## src/rtl/peq_pkg.sv

```systemverilog
// peq_pkg: shared types and constants for the priority event queue.
// Used by peq_cell and priority_event_queue; no dependencies.
`default_nettype none

package peq_pkg;

    localparam int PRIO_W   = 8;
    localparam int TAG_IN_W = 16;
    localparam int OCC_W    = 5;

    // kind field of an input word
    localparam logic KIND_ADD = 1'b0;
    localparam logic KIND_POP = 1'b1;

    typedef enum logic [1:0] {
        ST_OK    = 2'd0,
        ST_FULL  = 2'd1,
        ST_EMPTY = 2'd2
    } t_status;

    // Operation broadcast to every cell for one accepted word
    typedef struct packed {
        logic add;
        logic pop;
    } t_cell_op;

endpackage

`default_nettype wire

```

## src/rtl/peq_cell.sv

```systemverilog
// peq_cell: one slot of the sorted queue; holds an entry and trades it with neighbors.
// Depends on peq_pkg.
`default_nettype none

module peq_cell #(
    parameter int TAG_W = 16
) (
    input  wire logic                      i_clk,
    input  wire logic                      i_rst_n,
    input  wire peq_pkg::t_cell_op         i_op,
    input  wire logic [peq_pkg::PRIO_W-1:0] i_new_prio,
    input  wire logic [TAG_W-1:0]          i_new_tag,
    input  wire logic                      i_left_valid,
    input  wire logic                      i_left_after,
    input  wire logic [peq_pkg::PRIO_W-1:0] i_left_prio,
    input  wire logic [TAG_W-1:0]          i_left_tag,
    input  wire logic                      i_right_valid,
    input  wire logic [peq_pkg::PRIO_W-1:0] i_right_prio,
    input  wire logic [TAG_W-1:0]          i_right_tag,
    output logic                           o_valid,
    output logic                           o_after,
    output logic [peq_pkg::PRIO_W-1:0]     o_prio,
    output logic [TAG_W-1:0]               o_tag
);

    logic                       r_valid, n_valid;
    logic [peq_pkg::PRIO_W-1:0] r_prio, n_prio;
    logic [TAG_W-1:0]           r_tag, n_tag;
    logic                       after;

    // new entry goes behind this one
    assign after = r_valid && (r_prio >= i_new_prio);

    always_comb begin
        n_valid = r_valid;
        n_prio  = r_prio;
        n_tag   = r_tag;
        if (i_op.add && !after) begin
            if (i_left_after) begin
                n_valid = 1'b1;
                n_prio  = i_new_prio;
                n_tag   = i_new_tag;
            end else begin
                n_valid = i_left_valid;
                n_prio  = i_left_prio;
                n_tag   = i_left_tag;
            end
        end else if (i_op.pop) begin
            n_valid = i_right_valid;
            n_prio  = i_right_prio;
            n_tag   = i_right_tag;
        end
    end

    always_ff @(posedge i_clk) begin
        if (!i_rst_n) begin
            r_valid <= 1'b0;
        end else begin
            r_valid <= n_valid;
        end
        r_prio <= n_prio;
        r_tag  <= n_tag;
    end

    assign o_valid = r_valid;
    assign o_after = after;
    assign o_prio  = r_prio;
    assign o_tag   = r_tag;

endmodule

`default_nettype wire

```

## src/rtl/priority_event_queue.sv

```systemverilog
// priority_event_queue: bounded sorted queue of event tags built as a row of cells.
// Depends on peq_pkg and peq_cell.
//
// Each input word either adds (priority, tag) or pops the head entry; every word
// returns one result word with status, popped entry and occupancy. Entries are
// kept sorted in a row of QUEUE_DEPTH cells: higher priority first, equal
// priorities in arrival order. All cells compare against the new priority in
// parallel and shift one place left or right in the same cycle, so a word is
// taken every cycle while the output register can drain; the result appears in the
// cycle after acceptance. Add on a full queue drops the entry, pop on an empty
// queue changes nothing.
`default_nettype none

module priority_event_queue #(
    parameter int QUEUE_DEPTH = 16,
    parameter int TAG_BITS    = 16
) (
    input  wire logic        i_clk,
    input  wire logic        i_rst_n,
    input  wire logic        s_axis_tvalid,
    output logic             s_axis_tready,
    input  wire logic [23:0] s_axis_tdata,  // priority_req[7:0], event_tag[23:8]
    input  wire logic        s_axis_tuser,  // kind
    output logic             m_axis_tvalid,
    input  wire logic        m_axis_tready,
    output logic [31:0]      m_axis_tdata,  // out_priority[7:0], out_tag[23:8],
                                            // occupancy[28:24], zero pad
    output logic [1:0]       m_axis_tuser   // status
);

    localparam int TAG_W = (TAG_BITS < peq_pkg::TAG_IN_W) ? TAG_BITS : peq_pkg::TAG_IN_W;
    localparam int CNT_W = $clog2(QUEUE_DEPTH + 1);

    logic                       in_fire;
    logic                       full, empty;
    logic [peq_pkg::PRIO_W-1:0] new_prio;
    logic [TAG_W-1:0]           new_tag;
    peq_pkg::t_cell_op          op;

    logic                       c_valid [QUEUE_DEPTH];
    logic                       c_after [QUEUE_DEPTH];
    logic [peq_pkg::PRIO_W-1:0] c_prio  [QUEUE_DEPTH];
    logic [TAG_W-1:0]           c_tag   [QUEUE_DEPTH];

    logic [CNT_W-1:0]           r_count, n_count;
    logic                       r_out_valid;
    peq_pkg::t_status           r_status, n_status;
    logic [peq_pkg::PRIO_W-1:0] r_out_prio, n_out_prio;
    logic [TAG_W-1:0]           r_out_tag, n_out_tag;
    logic [peq_pkg::OCC_W-1:0]  r_occ;

    assign s_axis_tready = !r_out_valid || m_axis_tready;
    assign in_fire       = s_axis_tvalid && s_axis_tready;
    assign new_prio      = s_axis_tdata[7:0];
    assign new_tag       = s_axis_tdata[8 +: TAG_W];
    assign full          = (r_count == CNT_W'(QUEUE_DEPTH));
    assign empty         = (r_count == '0);

    assign op.add = in_fire && !s_axis_tuser && !full;
    assign op.pop = in_fire &&  s_axis_tuser && !empty;

    genvar g;
    generate
        for (g = 0; g < QUEUE_DEPTH; g++) begin : g_cell
            logic                       left_valid, left_after, right_valid;
            logic [peq_pkg::PRIO_W-1:0] left_prio, right_prio;
            logic [TAG_W-1:0]           left_tag, right_tag;

            if (g == 0) begin : g_head
                assign left_valid = 1'b0;
                assign left_after = 1'b1;
                assign left_prio  = '0;
                assign left_tag   = '0;
            end else begin : g_body
                assign left_valid = c_valid[g-1];
                assign left_after = c_after[g-1];
                assign left_prio  = c_prio[g-1];
                assign left_tag   = c_tag[g-1];
            end

            if (g == QUEUE_DEPTH - 1) begin : g_tail
                assign right_valid = 1'b0;
                assign right_prio  = '0;
                assign right_tag   = '0;
            end else begin : g_mid
                assign right_valid = c_valid[g+1];
                assign right_prio  = c_prio[g+1];
                assign right_tag   = c_tag[g+1];
            end

            peq_cell #(
                .TAG_W (TAG_W)
            ) u_cell (
                .i_clk         (i_clk),
                .i_rst_n       (i_rst_n),
                .i_op          (op),
                .i_new_prio    (new_prio),
                .i_new_tag     (new_tag),
                .i_left_valid  (left_valid),
                .i_left_after  (left_after),
                .i_left_prio   (left_prio),
                .i_left_tag    (left_tag),
                .i_right_valid (right_valid),
                .i_right_prio  (right_prio),
                .i_right_tag   (right_tag),
                .o_valid       (c_valid[g]),
                .o_after       (c_after[g]),
                .o_prio        (c_prio[g]),
                .o_tag         (c_tag[g])
            );
        end
    endgenerate

    always_comb begin
        n_count    = r_count;
        n_status   = peq_pkg::ST_OK;
        n_out_prio = '0;
        n_out_tag  = '0;
        if (!s_axis_tuser) begin
            if (full) begin
                n_status = peq_pkg::ST_FULL;
            end else begin
                n_count = r_count + CNT_W'(1);
            end
        end else begin
            if (empty) begin
                n_status = peq_pkg::ST_EMPTY;
            end else begin
                n_count    = r_count - CNT_W'(1);
                n_out_prio = c_prio[0];
                n_out_tag  = c_tag[0];
            end
        end
    end

    always_ff @(posedge i_clk) begin
        if (!i_rst_n) begin
            r_count     <= '0;
            r_out_valid <= 1'b0;
        end else begin
            if (in_fire) begin
                r_count     <= n_count;
                r_out_valid <= 1'b1;
            end else if (m_axis_tready) begin
                r_out_valid <= 1'b0;
            end
        end
        if (in_fire) begin
            r_status   <= n_status;
            r_out_prio <= n_out_prio;
            r_out_tag  <= n_out_tag;
            r_occ      <= peq_pkg::OCC_W'(n_count);
        end
    end

    assign m_axis_tvalid = r_out_valid;
    assign m_axis_tuser  = r_status;
    assign m_axis_tdata  = {3'b000, r_occ, 16'(r_out_tag), r_out_prio};

endmodule

`default_nettype wire
```

## config.mk

```make
export PLATFORM = sky130hd
export DESIGN_NAME = priority_event_queue
export DESIGN_NICKNAME = d
export VERILOG_FILES = /design/src/rtl/peq_pkg.sv /design/src/rtl/peq_cell.sv /design/src/rtl/priority_event_queue.sv
export SDC_FILE = /design/constraint.sdc
export NUM_CORES = 1
export LEC_CHECK = 0
export ABC_CLOCK_PERIOD_IN_PS = 3600
export BUFFER_PORTS_ARGS = -buffer_cell sky130_fd_sc_hd__buf_2
export CORE_MARGIN = 10
export CORE_UTILIZATION = 25
export DETAILED_ROUTE_END_ITERATION = 10
export HOLD_SLACK_MARGIN = 0.12
export SLEW_MARGIN = 20
export SYNTH_ARGS = -nofsm -noshare
export SYNTH_HDL_FRONTEND = slang
export SYNTH_SLANG_ARGS = --single-unit
export TNS_END_PERCENT = 20
```

## constraint.sdc

```tcl
create_clock -name i_clk -period 3.6 [get_ports i_clk]
set_input_delay 0.9 -clock i_clk [delete_from_list [all_inputs] [get_ports i_clk]]
set_output_delay 0.9 -clock i_clk [all_outputs]
set_load 0.05 [all_outputs]
```

Word-level counts from Yosys, hierarchy flattened
Cells that the tools add are included.
Operators by class
  add/sub/neg operators: 2
  order comparisons: 16
  equal/unequal tests: 1
  mux-type cells: 149
  bitwise logic cells: 1
  reductions and logical operators: 77
Operators by type and width (count)
  $mux 16: 47
  $mux 8: 47
  $ge 8x8->1: 16
  $mux 1: 50
  $logic_and 1x1->1: 37
  $reduce_bool 2->1: 17
  $logic_not 1->1: 20
  $mux 5: 3
  $add 5x1->5 const B: 1
  $eq 5x5->1 const B: 1
  $logic_not 5->1: 1
  $sub 5x1->5 const B: 1
  $mux 2: 2
  $reduce_or 2->1: 1
  $logic_or 1x1->1: 1
  $not 1->1: 1
Word-level totals
  register bits after elaboration: 437
  input port bits: 29
  output and inout port bits: 36

Longest topological paths before layout
  depth in word-level cells: 7
  mapped depth: 10
  depth with buffers taken out: 8

Modules after synthesis
Synthesis repeated with hierarchy kept, for this count alone.
Second synthesis, totals
  cells, all modules: 1971
  area total of the unflattened synthesis: 28134.5 um2
Modules (own cells, without submodules)
  peq_cell (g_cell[0].u_cell ...): instances 9, cells an instance 115, area each 1659.1 um2, sequential area each 740.7 um2
  peq_cell (g_cell[3].u_cell ...): instances 7, cells an instance 115, area each 1642.8 um2, sequential area each 740.7 um2
  priority_event_queue: instances 1, cells an instance 131, area each 1702.9 um2, sequential area each 1051.0 um2

Least setup slack after synthesis
OpenSTA, ideal clock, no wires.
  kind: input to register
  start: input port m_axis_tready
  end: register g_cell[2].u_cell.r_prio (netlist bit g_cell[2].u_cell.o_prio[0]), enable pin
  library setup time: 0.381 ns
  arrival time: 3.461 ns
  required time: 3.219 ns
  path slack: -0.242 ns
  cell stages on the path: 8
  path through: nor2b_1 > inv_1 > nand2_1 > inv_1 > nand2_1 > buf_2 > buf_1 > nand2_1
Between the ends
  cells in the longest elaborated chain, start to end: 6
  elaborated cells between the ends (all ways): 8
  those cells by class: 8 x reduce/logical
RTL lines
  start: declaration: line priority_event_queue.sv:25  | input wire logic m_axis_tready,
  $logic_or 1x1->1 *: line priority_event_queue.sv:52  | assign s_axis_tready = !r_out_valid || m_axis_tready;
  named net s_axis_tready: line priority_event_queue.sv:21  | output logic s_axis_tready,
  $logic_and 1x1->1 *: line priority_event_queue.sv:53  | assign in_fire = s_axis_tvalid && s_axis_tready;
  named net in_fire: line priority_event_queue.sv:34  | logic in_fire;
  $logic_and 1x1->1 (2 in series): line priority_event_queue.sv:59  | assign op.add = in_fire && !s_axis_tuser && !full;
  $logic_and 1x1->1: line peq_cell.sv:38  | if (i_op.add && !after) begin
  $reduce_bool 2->1 (no line) *
  end signal: assignment: line peq_cell.sv:61  | r_prio <= n_prio;
  end: declaration: line peq_cell.sv:27  | logic [peq_pkg::PRIO_W-1:0] r_prio, n_prio;
The timed path passes the listed nets; every way through them passes the cells marked *.
A chain may end at the register's enable or synchronous reset.

Worst setup path after layout
  start: input port s_axis_tdata[0]
  end: register g_cell[14].u_cell.r_tag[13], data pin
Between the ends
  cells in the longest elaborated chain, start to end: 5
  elaborated cells between the ends (all ways): 8
  those cells by class: 2 x order compare; 2 x mux; 4 x reduce/logical
RTL lines
  start: declaration: line priority_event_queue.sv:22  | input wire logic [23:0] s_axis_tdata,
  $ge 8x8->1: line peq_cell.sv:32  | assign after = r_valid && (r_prio >= i_new_prio);
  $logic_and 1x1->1: line peq_cell.sv:32
  $logic_not 1->1: line peq_cell.sv:38
  $logic_and 1x1->1: line peq_cell.sv:38
  $mux 16 *: line peq_cell.sv:38
  named net g_cell[14].u_cell.n_tag[13]: line peq_cell.sv:28  | logic [TAG_W-1:0] r_tag, n_tag;
  end signal: assignment: line peq_cell.sv:62  | r_tag <= n_tag;
  end: declaration: line peq_cell.sv:28
Marks and branches as above.

==> impl_metrics.csv <==
group,metric,value,unit
outcome,status,"complete, no violations",
synthesis,yosysTopAreaCell,"edfxtp_1",
synthesis,synth_most_common_cell,"edfxtp_1",
synthesis,synth_edf_count,415,
setup_path,rrSetupSlack,0.73,ns
grt,grtUsageTotal,10.6,%
setup_path,crit_path_start_kind,"primary input",
sta,worst_pin_slew,0.687,ns
clock_network,clk_path_buf_depth,3,
floorplanning,num_rows,114,
place,place_congestion,0.810,
layout,drive_gt1_share,11.5,%
setup_path,cp_max_fo,16,
setup_path,ff2ff_path_depth,8,
place,hpwlAfterDp,43500,um
sta,slew-limit-headroom,54.1,%
detailed_routing,drc,0,
grt,grt_pass1_vias,16300,
layout,area_delta_synth_final,16.5,%
power,combPwrFrac,16.4,%
grt,grt_max_degree,51,
setup_path,endpoint_kind,"flip-flop",
synthesis,synth_area,24300,sq um
floorplanning,initial_core_util,25.1,%
clock_network,cts-hold-fix-buffers,0,
grt,antenna_found_initial,5,
job,cap_violations,0,
setup_path,path_class,"in -> reg",
sta,hold_viol,0,
floorplanning,die_w,332,um
synthesis,avgSynthCellArea,10.8,sq um
worst_hold_path,hold_path_end,"g_cell[14].u_cell.o_tag[6]$_DFFE_PP_",
synthesis,ys.flop_type,"edfxtp_1",
setup_path,critPathArrivalTime,3.39,ns
setup_path,cp_slowest_stage_delay,0.52,ns
clock_network,cts_tree,"yes",
setup_path,critPathSlowestCell,"a2111oi_0",
clock_network,cts_setup_buffers,0,
clock_network,cts_root_buf,"clkbuf_16",
sta,fin_crit_sh,85.0,%
power,intPower,9.78,mW
place,port_buffers,61,
floorplanning,core_area,96600,sq um
floorplanning,die_y,332,um
setup_path,crit_family,"compound AO/OA/AOI/OAI gates",
clock_network,ctsResizeCount,0,
clock_network,path_clk_slew,0.06,ns
power,leakagePower,12.3,nW
setup_path,critPathBufInv,3,
power,power.net_switching,3.77,mW
floorplanning,dieArea,110000,sq um
power,p_clk_share,34.5,%
sta,finalSetupViolations,0,
synthesis,yosysSeqAreaShare,53.2,%
layout,layout.nets,2452,
synthesis,yosys-top-cells-area,"edfxtp_1, mux2i_1, ha_1",
worst_hold_path,worstHoldStart,"g_cell[15].u_cell.o_tag[6]$_SDFFCE_PN0P_",
synthesis,async_flop_share,0,%
detailed_routing,wire_per_inst,16.4,um
sta,rsz0062_at_grt,"false",
worst_hold_path,whs_path_depth,2,
sta,slew_violations,0,
setup_path,r2r-end,"g_cell[2].u_cell.o_tag[2]$_DFFE_PP_",
power,power_density,479,nW/um^2
worst_hold_path,hold_class,"reg -> reg",
sta,hold_ws,0.527,ns
layout,nFillCells,9944,
detailed_routing,vias,16300,
sta,layout_setup_ws,0.539,ns
synthesis,ys_warn_count,0,
power,seqPwrFrac,49.1,%
synthesis,synth_cells,2239,
detailed_routing,viasPerCell,4.53,
setup_path,cp_data_required_time,3.93,ns
setup_path,r2r_start,"r_count[0]$_SDFFE_PN0P_",
synthesis,ys_types,54,
detailed_routing,drt_iter0_markers,1241,
detailed_routing,firstDrtPassIters,6,
setup_path,crit_chain,"buf_2, buf_4, ha_1, nand2b_1, a2111oi_0, o22a_1, buf_4, mux2i_1, o21ai_0",
synthesis,ys_ff_latch,437,
floorplanning,ios,65,
sta,fin_crit,3.06,ns
synthesis,synth_commonest_cells,"edfxtp_1, mux2i_1, nand2_1",
clock_network,cts_buffers,47,
clock_network,clock-sinks,437,
grt,grt_pass1_wl,94700,um
power,switching_share,27.8,%
clock_network,cts-htree-levels,2,
place,preCtsSetupSlack,-0.134,ns
detailed_routing,ant_nets,0,
setup_path,path_common_cell,"buf_4",
sta,clock_skew,0.0302,ns
synthesis,synth.top_cell.area_share,51.4,%
detailed_routing,wirelength,59200,um
grt,grt_overflow_total,0,
power,peakVddDrop,340,uV
sta,max_freq,327,MHz
clock_network,clkLatencyLatePin,0.61,ns
[cells in the final DEF, fill, tap and decap left out, types with 6 or more instances in the layout]
master,instances
clkbuf_1,21
nand2_2,11
a21o_1,11
o211ai_1,7
nand2_1,275
edfxtp_1,415
mux2i_1,327
inv_1,36
nand2b_1,11
and2_1,32
nor3_1,15
a211oi_1,7
nand3_1,17
buf_4,63
dfxtp_1,22
mux2_2,18
nor2_1,214
clkbuf_16,47
a21oi_1,186
ha_1,130
a22oi_2,7
a311oi_1,6
clkinv_1,8
nor3b_1,9
buf_2,61
o21ai_0,259
buf_12,39
[per-stage QoR]
| step | cell area, sq um | setup TNS, ns | total power, mW | utilization [%] | cells |
|---|---|---|---|---|---|
| floorplan | 24300 | -9.92 | 8.16 | - | 2241 |
| global placement | 26800 | -0.574 | 8.93 | 27.8 | 3520 |
| detailed placement | 26800 | -1.50 | 8.98 | 27.8 | 3520 |
| CTS | 28300 | 0 | 13.7 | 29.3 | 3607 |
| global route | 28300 | 0 | 14.3 | 29.3 | 3607 |
| finish | 28300 | 0 | 13.5 | 29.3 | 3608 |
[sequential cells by signal, indices dropped and copies added (netlist names)]
register	count
g_cell.u_cell.o_valid	16
r_count	5
r_out_tag	16
r_occ	5
m_axis_tvalid	1
g_cell.u_cell.o_prio	128
m_axis_tuser	2
r_out_prio	8
g_cell.u_cell.o_tag	256
[kinds of logic (layout without fill, tap and decap cells)]
logic type	Yosys count	after routing	synth area share, %
compound gates	521	521	11.9
fa+ha+maj	130	130	6.70
mux	345	345	14.3
xor+xnor	3	3	0.108
buf+inv	197	287	3.38
simple gates	605	605	10.4
other cells	1	4	0.0155
flops	437	437	53.2
[power groups by stage]
stage	combinational [mW]	sequential (mW)	clock [mW]
3_3_place_gp	2.19	6.74	0
2_1_floorplan	1.45	6.72	0
5_1_grt	2.53	6.71	5.01
4_1_cts	2.24	6.65	4.80
6_report	2.22	6.65	4.67
3_5_place_dp	2.23	6.75	0
[worst reg2reg max path: stages, from the launching register on]
cell       delay [ns]
dfxtp_1          0.45
inv_1            0.13
ha_1             0.26
nor3b_2          0.21
a2111oi_4        0.36
buf_4            0.42
nand2_1          0.24
nand2_2          0.31
buf_12           0.21
[final cells by class]
class	instances	area (sq um)	share of cell area (%)
Timing Repair Buffer	163	1560	5.51
Sequential cell	437	12900	45.6
Tap cell	1276	1600	5.65
Multi-Input combinational cell	1607	10600	37.6
Clock buffer	70	1280	4.54
Antenna cell	1	2.50	0.00885
Inverter	37	143	0.505
Clock inverter	17	165	0.584
[how the worst max path moves through the flow]
stage / start / to / slack (ns) / depth (start not counted)
after floorplan: m_axis_tready / g_cell[1].u_cell.o_prio[0]$_DFFE_PP_ / -0.10 / 8
after global routing: s_axis_tdata[0] / g_cell[14].u_cell.o_tag[15]$_DFFE_PP_ / 0.41 / 9
after CTS: s_axis_tdata[0] / g_cell[14].u_cell.o_tag[13]$_DFFE_PP_ / 0.50 / 9
final: s_axis_tdata[0] / g_cell[14].u_cell.o_tag[13]$_DFFE_PP_ / 0.54 / 9
after detailed placement: s_axis_tdata[0] / g_cell[14].u_cell.o_tag[13]$_DFFE_PP_ / -0.13 / 9
after global placement: s_axis_tdata[0] / g_cell[14].u_cell.o_tag[8]$_DFFE_PP_ / -0.05 / 9
[routing by layer]
metal	vias to the layer above	track usage (%)	wire length [um]
met5	-	0	0
met4	0	3.02	1510
met3	97	1.86	2450
met2	292	17.2	27100
met1	7663	14.2	28100
li1	8287	-	-
Note: power is estimated with default switching activity, not from simulation.
